==> src/hw/rtl/mlps_alu.sv <==
// Shared adder and bound compare used for every index step of the build sequencer.
`default_nettype none

module mlps_alu #(
    parameter int W = 14
) (
    input  wire logic [W-1:0] a,
    input  wire logic [W-1:0] b,
    input  wire logic [W-1:0] bound,
    output logic      [W-1:0] sum,
    output logic              over
);

    // Operands stay below half the range, so the sum never wraps.
    assign sum  = a + b;
    assign over = (sum > bound);

endmodule

`default_nettype wire
==> config.mk <==
export PLATFORM = sky130hd
export DESIGN_NAME = mlps_alu
export DESIGN_NICKNAME = d
export VERILOG_FILES = /design/src/hw/rtl/mlps_alu.sv
export SDC_FILE = /design/constraint.sdc
export NUM_CORES = 1
export LEC_CHECK = 0
export ABC_AREA = 1
export BUFFER_PORTS_ARGS = -buffer_cell sky130_fd_sc_hd__buf_4
export CAP_MARGIN = 0
export CORE_UTILIZATION = 49
export DETAILED_ROUTE_END_ITERATION = 10
export GPL_ROUTABILITY_DRIVEN = 0
export PLACE_DENSITY = 0.83
export SYNTH_ARGS = -nofsm -noshare
export SYNTH_HDL_FRONTEND = slang
export SYNTH_SLANG_ARGS = --single-unit
==> constraint.sdc <==
create_clock -name vclk -period 3.91
set_clock_uncertainty 0.05 [all_clocks]
set_input_delay 0.9775 -clock vclk [all_inputs]
set_output_delay 0.9775 -clock vclk [all_outputs]
set_load 0.01 [all_outputs]
==> impl_metrics.json, run 1 <==
{
  "status": "aborted with a tool error",
  "stop_stage": "5_1_grt",
  "stop_error": "[ERROR GRT-0116] Global routing finished with congestion. Check the congestion regions in the DRC Viewer.",
  "track_usage": 0.6006,
  "die_h_um": 49.89,
  "placedCellCount": 313,
  "placed_area_sq_um": 1803,
  "synthCells": 202,
  "synth_warnings": 0,
  "syn_area_sq_um": 1124,
  "grt_max_degree": 6,
  "ys_seq_area_frac": 0,
  "die_w_um": 49.89,
  "ctsHoldBuffers": 0,
  "portBuffers": 57,
  "pre_cts_ws_ns": -0.2789,
  "ioPinCount": 57,
  "dpl.hpwl_mm": 3.079,
  "synth_nets": 272,
  "grt_pass1_wl_mm": 10.95,
  "syn_avg_cell_area_sq_um": 5.562,
  "initial_core_util": 0.5449,
  "num_rows": 16,
  "overflow": 2,
  "synth_cell_types": 15,
  "grt_pass1_vias": 2278
}
[through the flow]
step / hold slack [ns] / setup TNS [ns] / utilization
floorplan: 2.059 / 0 / -
global placement: 2.222 / -0.1786 / 0.8744
detailed placement: 2.238 / -0.2789 / 0.8744
CTS: 2.203 / -0.1662 / 0.9691
[routing by layer]
layer,overflow,global-route usage
met5,0,0
met4,2,0.6476
met3,0,0.3642
met2,0,0.8694
met1,0,0.5509
[cells by family after synthesis]
group                      after synthesis  synth area share
AOI/OAI and AO/OA                       16           0.07571
xor gates and xnor gates                 8           0.06235
adders and majority gates               28            0.3185
buffers and inverters                   42            0.1403
and+or+nand+nor                        108            0.4031
[synthesized netlist by cell type]
library cell	count	area share
nand2_1	67	0.22
inv_1	42	0.14
ha_1	27	0.30
nor2_1	17	0.057
nand3_1	16	0.071
a21oi_1	13	0.058
nand4_1	4	0.022
xnor2_1	4	0.031
xor2_1	4	0.031
nand2_2	2	0.011
o21bai_1	2	0.013
fa_1	1	0.018
nand3_2	1	0.0089
nor3_2	1	0.0089
o21ai_0	1	0.0045
[what timing repair did]
item                       in CTS
resized for setup              23
pin swaps                      11
setup buffers                   8
setup endpoints to repair       1
==> run 2: changes to the inputs <==
--- a/config.mk
+++ b/config.mk
@@ -8,10 +8,11 @@
 export ABC_AREA = 1
 export BUFFER_PORTS_ARGS = -buffer_cell sky130_fd_sc_hd__buf_4
 export CAP_MARGIN = 0
-export CORE_UTILIZATION = 49
+export CORE_AREA = 2 2 63 65
 export DETAILED_ROUTE_END_ITERATION = 10
+export DIE_AREA = 0 0 65 67
 export GPL_ROUTABILITY_DRIVEN = 0
-export PLACE_DENSITY = 0.83
+export PLACE_DENSITY_LB_ADDON = 0.15
 export SYNTH_ARGS = -nofsm -noshare
 export SYNTH_HDL_FRONTEND = slang
 export SYNTH_SLANG_ARGS = --single-unit
==> run 2 against run 1 <==
  * The flow now finishes, with violations (negative setup slack)
  * Synthesized area is the same
  * Synthesized cell count unchanged
==> impl_metrics.json, run 2 <==
{
  "synth_most_common_cell": "nand2_1",
  "track_usage": 0.1561,
  "fmax_mhz": 247.8,
  "setup_tns_ns": -0.1582,
  "wl_per_cell_um": 9.678,
  "die_w_um": 65,
  "antenna_cells": 0,
  "status": "finished with violations",
  "vdd_drop_max_mv": 0.06042,
  "dieArea_sq_um": 4355,
  "grt_pass1_wl_mm": 5.582,
  "dpl.hpwl_mm": 2.781,
  "worstPathRequired_ns": 2.88,
  "p_per_area_nw_per_um2": 194.8,
  "setup_slack_ns": -0.1252,
  "end_kind": "output pin",
  "start_kind": "input port",
  "pre_cts_ws_ns": -0.2547,
  "ys_top_cells_by_area": "ha_1 (30%), nand2_1 (22%), inv_1 (14%), nand3_1 (7.1%), a21oi_1 (5.8%)",
  "area_growth_pct": 97.22,
  "num_vias": 1540,
  "crit_chain": "buf_4 -> ha_1 -> nand2_2 -> inv_1 -> nand2_1 -> nand2_1 -> a21oi_1 -> nand2_1 -> nand2_1 -> nand2_1 -> ha_4 -> nand4_1 -> nor2_2 -> nand2_1 -> nor2_1 -> a21oi_2 -> buf_4",
  "worst_pin_slew_ns": 0.2831,
  "seqCellArea_sq_um": 0,
  "final_cell_mix": "buf_4 (88), nand2_1 (58), inv_1 (42), ha_1 (15)",
  "netlist.area_leader.share": 0.3007,
  "ys_seq_area_frac": 0,
  "fin_util": 0.6145,
  "maxCapViolations": 0,
  "ctsHoldBuffers": 0,
  "core-area_sq_um": 3606,
  "cp.arrival_ns": 3.01,
  "synth_cell_types": 15,
  "path_max_fanout": 3,
  "num_rows": 22,
  "rsz0062_at_grt": "true",
  "setup_viol": 2,
  "antenna_found_initial": 0,
  "first_pass_iters": 4,
  "cpMostUsedCell": "nand2_1",
  "fin_crit_ns": 4.035,
  "grt_pass1_vias": 1354,
  "synth_warnings": 0,
  "hp-class": "in2out",
  "placed_area_sq_um": 1874,
  "layout_commonest_cell": "buf_4",
  "finalHoldViolCount": 0,
  "overflow": 0,
  "vias_per_cell": 4.425,
  "die_h_um": 67,
  "min_period_over_period": 1.032,
  "post-route-drc-count": 0,
  "ant_nets": 0,
  "slew_headroom": 0.8099,
  "initial_core_util": 0.3116,
  "drt_iter0_markers": 42,
  "clockBufferCount": 0,
  "syn_area_sq_um": 1124,
  "sequential_cell_total": 0,
  "synth_common_cells": "nand2_1 (67), inv_1 (42), ha_1 (27)",
  "cpPeakStageDelay_ns": 0.33,
  "syn_avg_cell_area_sq_um": 5.562,
  "final_area_sq_um": 2216,
  "wl_mm": 3.368,
  "yosysTopAreaCell": "ha_1",
  "failed_checks": "negative setup slack",
  "crit_type": "in2out",
  "final_nets": 372,
  "crit_path_top_delay_cell": "ha_1",
  "grt_max_degree": 5,
  "synthCells": 202,
  "drive_gt1_frac": 0.4633,
  "final_max_slew_viol_count": 0,
  "leakage_uw": 0.001238,
  "synth_nets": 272,
  "portBuffers": 57,
  "ioPinCount": 57
}
run 2: timing repair:
action / CTS / global route
setup endpoints to repair: 1 / 2
setup buffers: 6 / 7
pin swaps: 13 / 13
hold endpoints to repair: 0 / 0
gates resized for setup: 27 / 20
run 2: worst max-delay path, delay by kind of cell:
| family | cells | cell delay, ns |
|---|---|---|
| fa+ha+maj | 2 | 0.62 |
| buf+inv | 3 | 0.30 |
| simple gates | 10 | 0.92 |
| compound gates | 2 | 0.19 |
run 2: per-stage QoR:
| stage | power (uW) | instances | hold WS (ns) |
|---|---|---|---|
| after floorplan | 177.7 | 202 | 2.059 |
| after global routing | 480.4 | 348 | 2.213 |
| after CTS | 402.4 | 346 | 2.200 |
| after global placement | 352.3 | 340 | 2.222 |
| final | 431.6 | 348 | 2.202 |
| after detailed placement | 355.1 | 340 | 2.230 |
run 2: area by class of cell:
type               instances  area (sq um)
fillers                  353          1390
multi-input cells        160          1225
repair buffers            98         773.2
inverters                 42         157.7
well taps                 48         60.06
run 2: power breakdown:
part	switching, uW	internal (uW)
sequential	0	0
clock	0	0
combinational	191	240
total	191	240
run 2: worst paths after layout:
check,to,startpoint,slack (ns),cells after the start
setup / recovery,over,a[12],-0.13,17
hold / removal,sum[0],a[0],2.20,3
run 2: cell families after synthesis:
| group | after synthesis | synth area share |
|---|---|---|
| fa+ha+maj | 28 | 0.3185 |
| xor+xnor | 8 | 0.06235 |
| buf+inv | 42 | 0.1403 |
| compound gates | 16 | 0.07571 |
| simple gates | 108 | 0.4031 |
run 2: layer usage:
layer	wire, um	GRT usage	up-vias
met5	0	0	-
met4	0	0	0
met3	123	0.001689	0
met2	1752	0.2887	30
met1	1492	0.2146	678
li1	-	-	832
Note: power is estimated with default switching activity, not from simulation.
