[config.mk]
export PLATFORM = sky130hd
export DESIGN_NAME = mlps_ram
export DESIGN_NICKNAME = d
export VERILOG_FILES = /design/src/hw/rtl/mlps_ram.sv
export SDC_FILE = /design/constraint.sdc
export NUM_CORES = 1
export LEC_CHECK = 0
export BUFFER_PORTS_ARGS = -buffer_cell sky130_fd_sc_hd__buf_2
export CORE_UTILIZATION = 55
export CTS_BUF_LIST = sky130_fd_sc_hd__clkbuf_2
export DETAILED_ROUTE_END_ITERATION = 8
export GPL_ROUTABILITY_DRIVEN = 0
export HOLD_SLACK_MARGIN = 0.12
export PLACE_DENSITY_LB_ADDON = 0.12
export SYNTH_ARGS = -nofsm -noshare
export SYNTH_HDL_FRONTEND = slang
export SYNTH_SLANG_ARGS = --single-unit
[constraint.sdc]
create_clock -name clk -period 2.05 [get_ports clk]
set_input_delay 0.41 -clock clk [delete_from_list [all_inputs] [get_ports clk]]
set_output_delay 0.41 -clock clk [all_outputs]
set_load 0.05 [all_outputs]
[src/hw/rtl/mlps_ram.sv]
// Generic simple dual-port RAM with one write port and a registered read port.
`default_nettype none

module mlps_ram #(
    parameter int WIDTH = 8,
    parameter int DEPTH = 16,
    localparam int ADDR_W = (DEPTH > 1) ? $clog2(DEPTH) : 1
) (
    input  wire logic                          clk,
    input  wire logic                          we,
    input  wire logic [ADDR_W-1:0]             waddr,
    input  wire logic [WIDTH-1:0]              wdata,
    input  wire logic [ADDR_W-1:0]             raddr,
    output logic      [WIDTH-1:0]              rdata
);

    logic [WIDTH-1:0] mem [DEPTH];
    logic [WIDTH-1:0] rdata_reg;

    always_ff @(posedge clk)
    begin
        if (we)
        begin
            mem[waddr] <= wdata;
        end
        rdata_reg <= mem[raddr];
    end

    assign rdata = rdata_reg;

endmodule

`default_nettype wire

==> qor.log <==
[global_route] most heavily used metal layer in global routing met2
[sta] Hold Fails Final Rpt 0
[sta] setup repair after global routing missed its margin false
[drt] total wire length after detailed routing 9630 um
[drt] average vias per placed instance 5.93
[global_route] met3 Resource Use GR 0.0582
[drt] via count 2450
[global_route] global route overflow 0
[drt] drt initial violations 157
[power] Switch Pwr 1.21 mW
[setup_path] Crit path largest cell delay 0.39 ns
[drt] average wire per standard cell 23.3 um
[synthesis] average cell area after synthesis 22.5 um^2
[clock_network] clock buffer count from CTS 17
[global_route] global routing usage on met1 0.298
[layout] Fill cells 592
[layout] flip-flop count of the largest register after layout 128
[sta] Fmax achieved 579 MHz
[clock_network] cell at the root of the clock tree sky130_fd_sc_hd__clkbuf_2
[power] combinational share of power 0.072
[setup_path] start-to-end type of the worst setup path register to output pin
[synthesis] post-synthesis share of cell area spent on full adders, half adders and majority gates 0
[power] P_leak 1.98 nW
[global_route] GR met2 Demand/Resource 0.360
[power] share of total power in the clock network 0.303
[global_route] pin count of the biggest net entering global routing 33
[floorplanning] initial cell density of the core 0.579
[floorplanning] die width 98.7 um
[layout] ratio of cells with drive above 1 in the final layout 0.311
[synthesis] net count after synthesis 247
[clock_network] sinks on the clock net 136
[floorplanning] core outline area 8890 um^2
[synthesis] Synth Instances 229
[floorplanning] num rows 34
[drt] DRC violation count after routing 0
[placement] Worst Setup Slack post-DPL 0.174 ns
[setup_path] critical path arrival 1.32 ns
[synthesis] area of the mapped netlist 5150 um^2
[clock_network] clock latency on the worst-skew pair 0.65 ns
[layout] Area Overhead vs Synth 13.1%
[floorplanning] vertical die dimension 98.7 um
[layout] diodes inserted 0
[setup_path] sequence of cells on the critical path buf_2
[layout] Final nets 310
[setup_path] number of cells on the critical path 1
[global_route] first-pass GRT wire length 14900 um
[setup_path] Top Family by Delay on Critical Path flip-flops
[synthesis] multiplexer fraction of the synthesized cell area 0.150
[clock_network] Worst-path clk slew 0.21 ns
[power] areal power density over the cells 859 nW/um^2
[clock_network] level count of the clock H-tree 4
[sta] minimum clock period after layout 1.73 ns
[sta] transition time at the pin with the least slew margin 0.453 ns
[run_status] status complete, no violations
[sta] accumulated negative setup slack 0 ns
[synthesis] synthesized-area fraction occupied by ao, oa, aoi and oai cells 0.0233
[sta] final setup margin 0.322 ns
[hold_path] Hold Path Depth 3
[hold_path] HP Class input pin to register
[setup_path] number of cells traversed by the worst register-to-register path 3
[power] Internal Pwr Total 3.80 mW
[synthesis] post-synth cell types 19
[synthesis] share of the synthesized netlist area taken by xor and xnor gates 0
[drt] number of antenna-violating nets in the routed design 0
[setup_path] Worst EP required 1.64 ns
[setup_path] combined buffer and inverter count along the critical path 1
[sta] Max Clock Skew 0.0279 ns
[synthesis] share of synthesized cell area in and, or, nand and nor gates 0.0318
[setup_path] kind of end point of the critical path output pin
[sta] final clock period utilization by the worst path 0.843
[clock_network] clk buf depth 2
[placement] HPWL after detailed placement 5920 um
[power] fraction of power spent switching nets 0.241
[power] post-layout total power 5.00 mW
[power] share of total power in sequential cells 0.624
[drt] number of detailed-route iterations in the first pass 5
[setup_path] type of element launching the critical path register
[synthesis] fraction of the yosys area taken by sequential cells 0.778
[synthesis] count of yosys warnings during synthesis 0
[floorplanning] die outline area 9750 um^2
[floorplanning] Boundary Pins 26
[flow_run] max-capacitance violation count 0
[global_route] Overall Global Routing Usage 0.223
[synthesis] flip-flop and latch count after synthesis 136
[clock_network] clock tree from TritonCTS built
[global_route] number of global-route vias before repair 2613
[synthesis] largest family of logic cells by synthesized area multiplexers
[clock_network] CTS-repair resized insts 0
[clock_network] setup fix buffers added after clock tree synthesis 0
[power] largest vdd supply drop 549 uV
[sta] worst slew margin relative to its limit 0.698
[sta] setup-violating endpoint count in the final report 0
[global_route] number of antenna violations at the first check in global routing 0
[setup_path] maximum fanout along the worst path 1
[setup_path] CP max-delay cell sky130_fd_sc_hd__dfxtp_1
[sta] Final Max Tran Viols 0
[placement] IO Port Bufs 25
-- layout by cell type, fill, tap and decap left out --
cell	n
sky130_fd_sc_hd__bufinv_16	2
sky130_fd_sc_hd__nor3_1	4
sky130_fd_sc_hd__buf_12	2
sky130_fd_sc_hd__buf_2	25
sky130_fd_sc_hd__clkinvlp_4	5
sky130_fd_sc_hd__nand2b_1	2
sky130_fd_sc_hd__clkinv_2	1
sky130_fd_sc_hd__edfxtp_1	128
sky130_fd_sc_hd__mux4_2	18
sky130_fd_sc_hd__inv_6	2
sky130_fd_sc_hd__dlygate4sd3_1	8
sky130_fd_sc_hd__dfxtp_1	8
sky130_fd_sc_hd__and2b_1	1
sky130_fd_sc_hd__nand2_1	9
sky130_fd_sc_hd__clkinv_1	2
sky130_fd_sc_hd__clkinv_4	3
sky130_fd_sc_hd__and2_1	1
sky130_fd_sc_hd__clkbuf_2	17
sky130_fd_sc_hd__or3b_2	1
sky130_fd_sc_hd__nor2b_1	1
sky130_fd_sc_hd__nand3b_1	2
sky130_fd_sc_hd__a22oi_1	16
sky130_fd_sc_hd__buf_4	19
sky130_fd_sc_hd__nand3_1	1
sky130_fd_sc_hd__mux4_1	14
sky130_fd_sc_hd__nor2_1	13
-- synth_stat cells --
cell	instances	area share
sky130_fd_sc_hd__nand3_1	1	0.00097
sky130_fd_sc_hd__buf_4	1	0.0015
sky130_fd_sc_hd__and2b_1	1	0.0015
sky130_fd_sc_hd__nor2_1	13	0.0095
sky130_fd_sc_hd__nor2b_1	1	0.0012
sky130_fd_sc_hd__clkdlybuf4s25_2	3	0.0058
sky130_fd_sc_hd__mux4_1	14	0.071
sky130_fd_sc_hd__a22oi_1	16	0.023
sky130_fd_sc_hd__buf_6	3	0.0066
sky130_fd_sc_hd__mux4_2	18	0.079
sky130_fd_sc_hd__dfxtp_1	8	0.031
sky130_fd_sc_hd__edfxtp_1	128	0.75
sky130_fd_sc_hd__nand2_1	9	0.0066
sky130_fd_sc_hd__buf_2	3	0.0029
sky130_fd_sc_hd__nand3b_1	2	0.0029
sky130_fd_sc_hd__nor3_1	4	0.0039
sky130_fd_sc_hd__or3b_2	1	0.0017
sky130_fd_sc_hd__nand2b_1	2	0.0024
sky130_fd_sc_hd__and2_1	1	0.0012
-- tightest hold or removal path: stages --
cell                     delay [ns]
sky130_fd_sc_hd__buf_2         0.14
sky130_fd_sc_hd__nor3_1        0.07
sky130_fd_sc_hd__buf_4         0.18
-- cell type report --
cell class,instances,area [um^2],share of cell area
repair buffers,54,388,0.0666
multi-input cells,83,1060,0.182
clock inverters,15,154,0.0264
flip-flops and latches,136,4000,0.688
well taps,108,135,0.0232
clock buffers,17,85.1,0.0146
-- metrics by stage --
| step | instances | util | cell area (um^2) | hold slack [ns] |
|---|---|---|---|---|
| global route | 413 | 0.655 | 5820 | 0.235 |
| CTS | 413 | 0.655 | 5820 | 0.234 |
| detailed placement | 373 | 0.619 | 5500 | 0.660 |
| global placement | 373 | 0.619 | 5500 | 0.649 |
| finish | 413 | 0.655 | 5820 | 0.305 |
| floorplan | 229 | - | 5150 | 0.509 |
-- power groups by stage --
stage | Sequential [mW] | Clock (mW) | Combinational [mW]
finish | 3.12 | 1.52 | 0.362
global route | 3.13 | 1.68 | 0.386
CTS | 3.13 | 1.56 | 0.368
detailed placement | 3.19 | 0 | 0.355
global placement | 3.19 | 0 | 0.350
floorplan | 3.25 | 0 | 0.158
-- cell families after synthesis --
family                 count (synthesis)
AND/OR/NAND/NOR                       35
flip-flops                           136
buffers and inverters                 10
multiplexers                          32
AO/OA/AOI/OAI                         16
-- what timing repair did --
action	4_1_cts	5_1_grt
hold endpoints to repair	128	0
hold buffers	8	0
endpoints found under the setup margin	0	0
-- path summary, 6_finish.rpt --
| kind | startpoint | to | slack, ns |
|---|---|---|---|
| worst min register to register | mem[8][1] | rdata[1] | 0.69 |
| worst max register to register | mem[3][6] | rdata[6] | 0.58 |
| worst max-delay path | rdata[3] | rdata[3] | 0.32 |
| worst min-delay path | waddr[0] | mem[12][3] | 0.31 |
-- per-layer routing --
metal,vias up,part of all wire
met4,0,0.016
met5,-,0
met2,89,0.51
li1,1099,-
met3,12,0.072
met1,1250,0.41
Note: power is estimated with default switching activity, not from simulation.
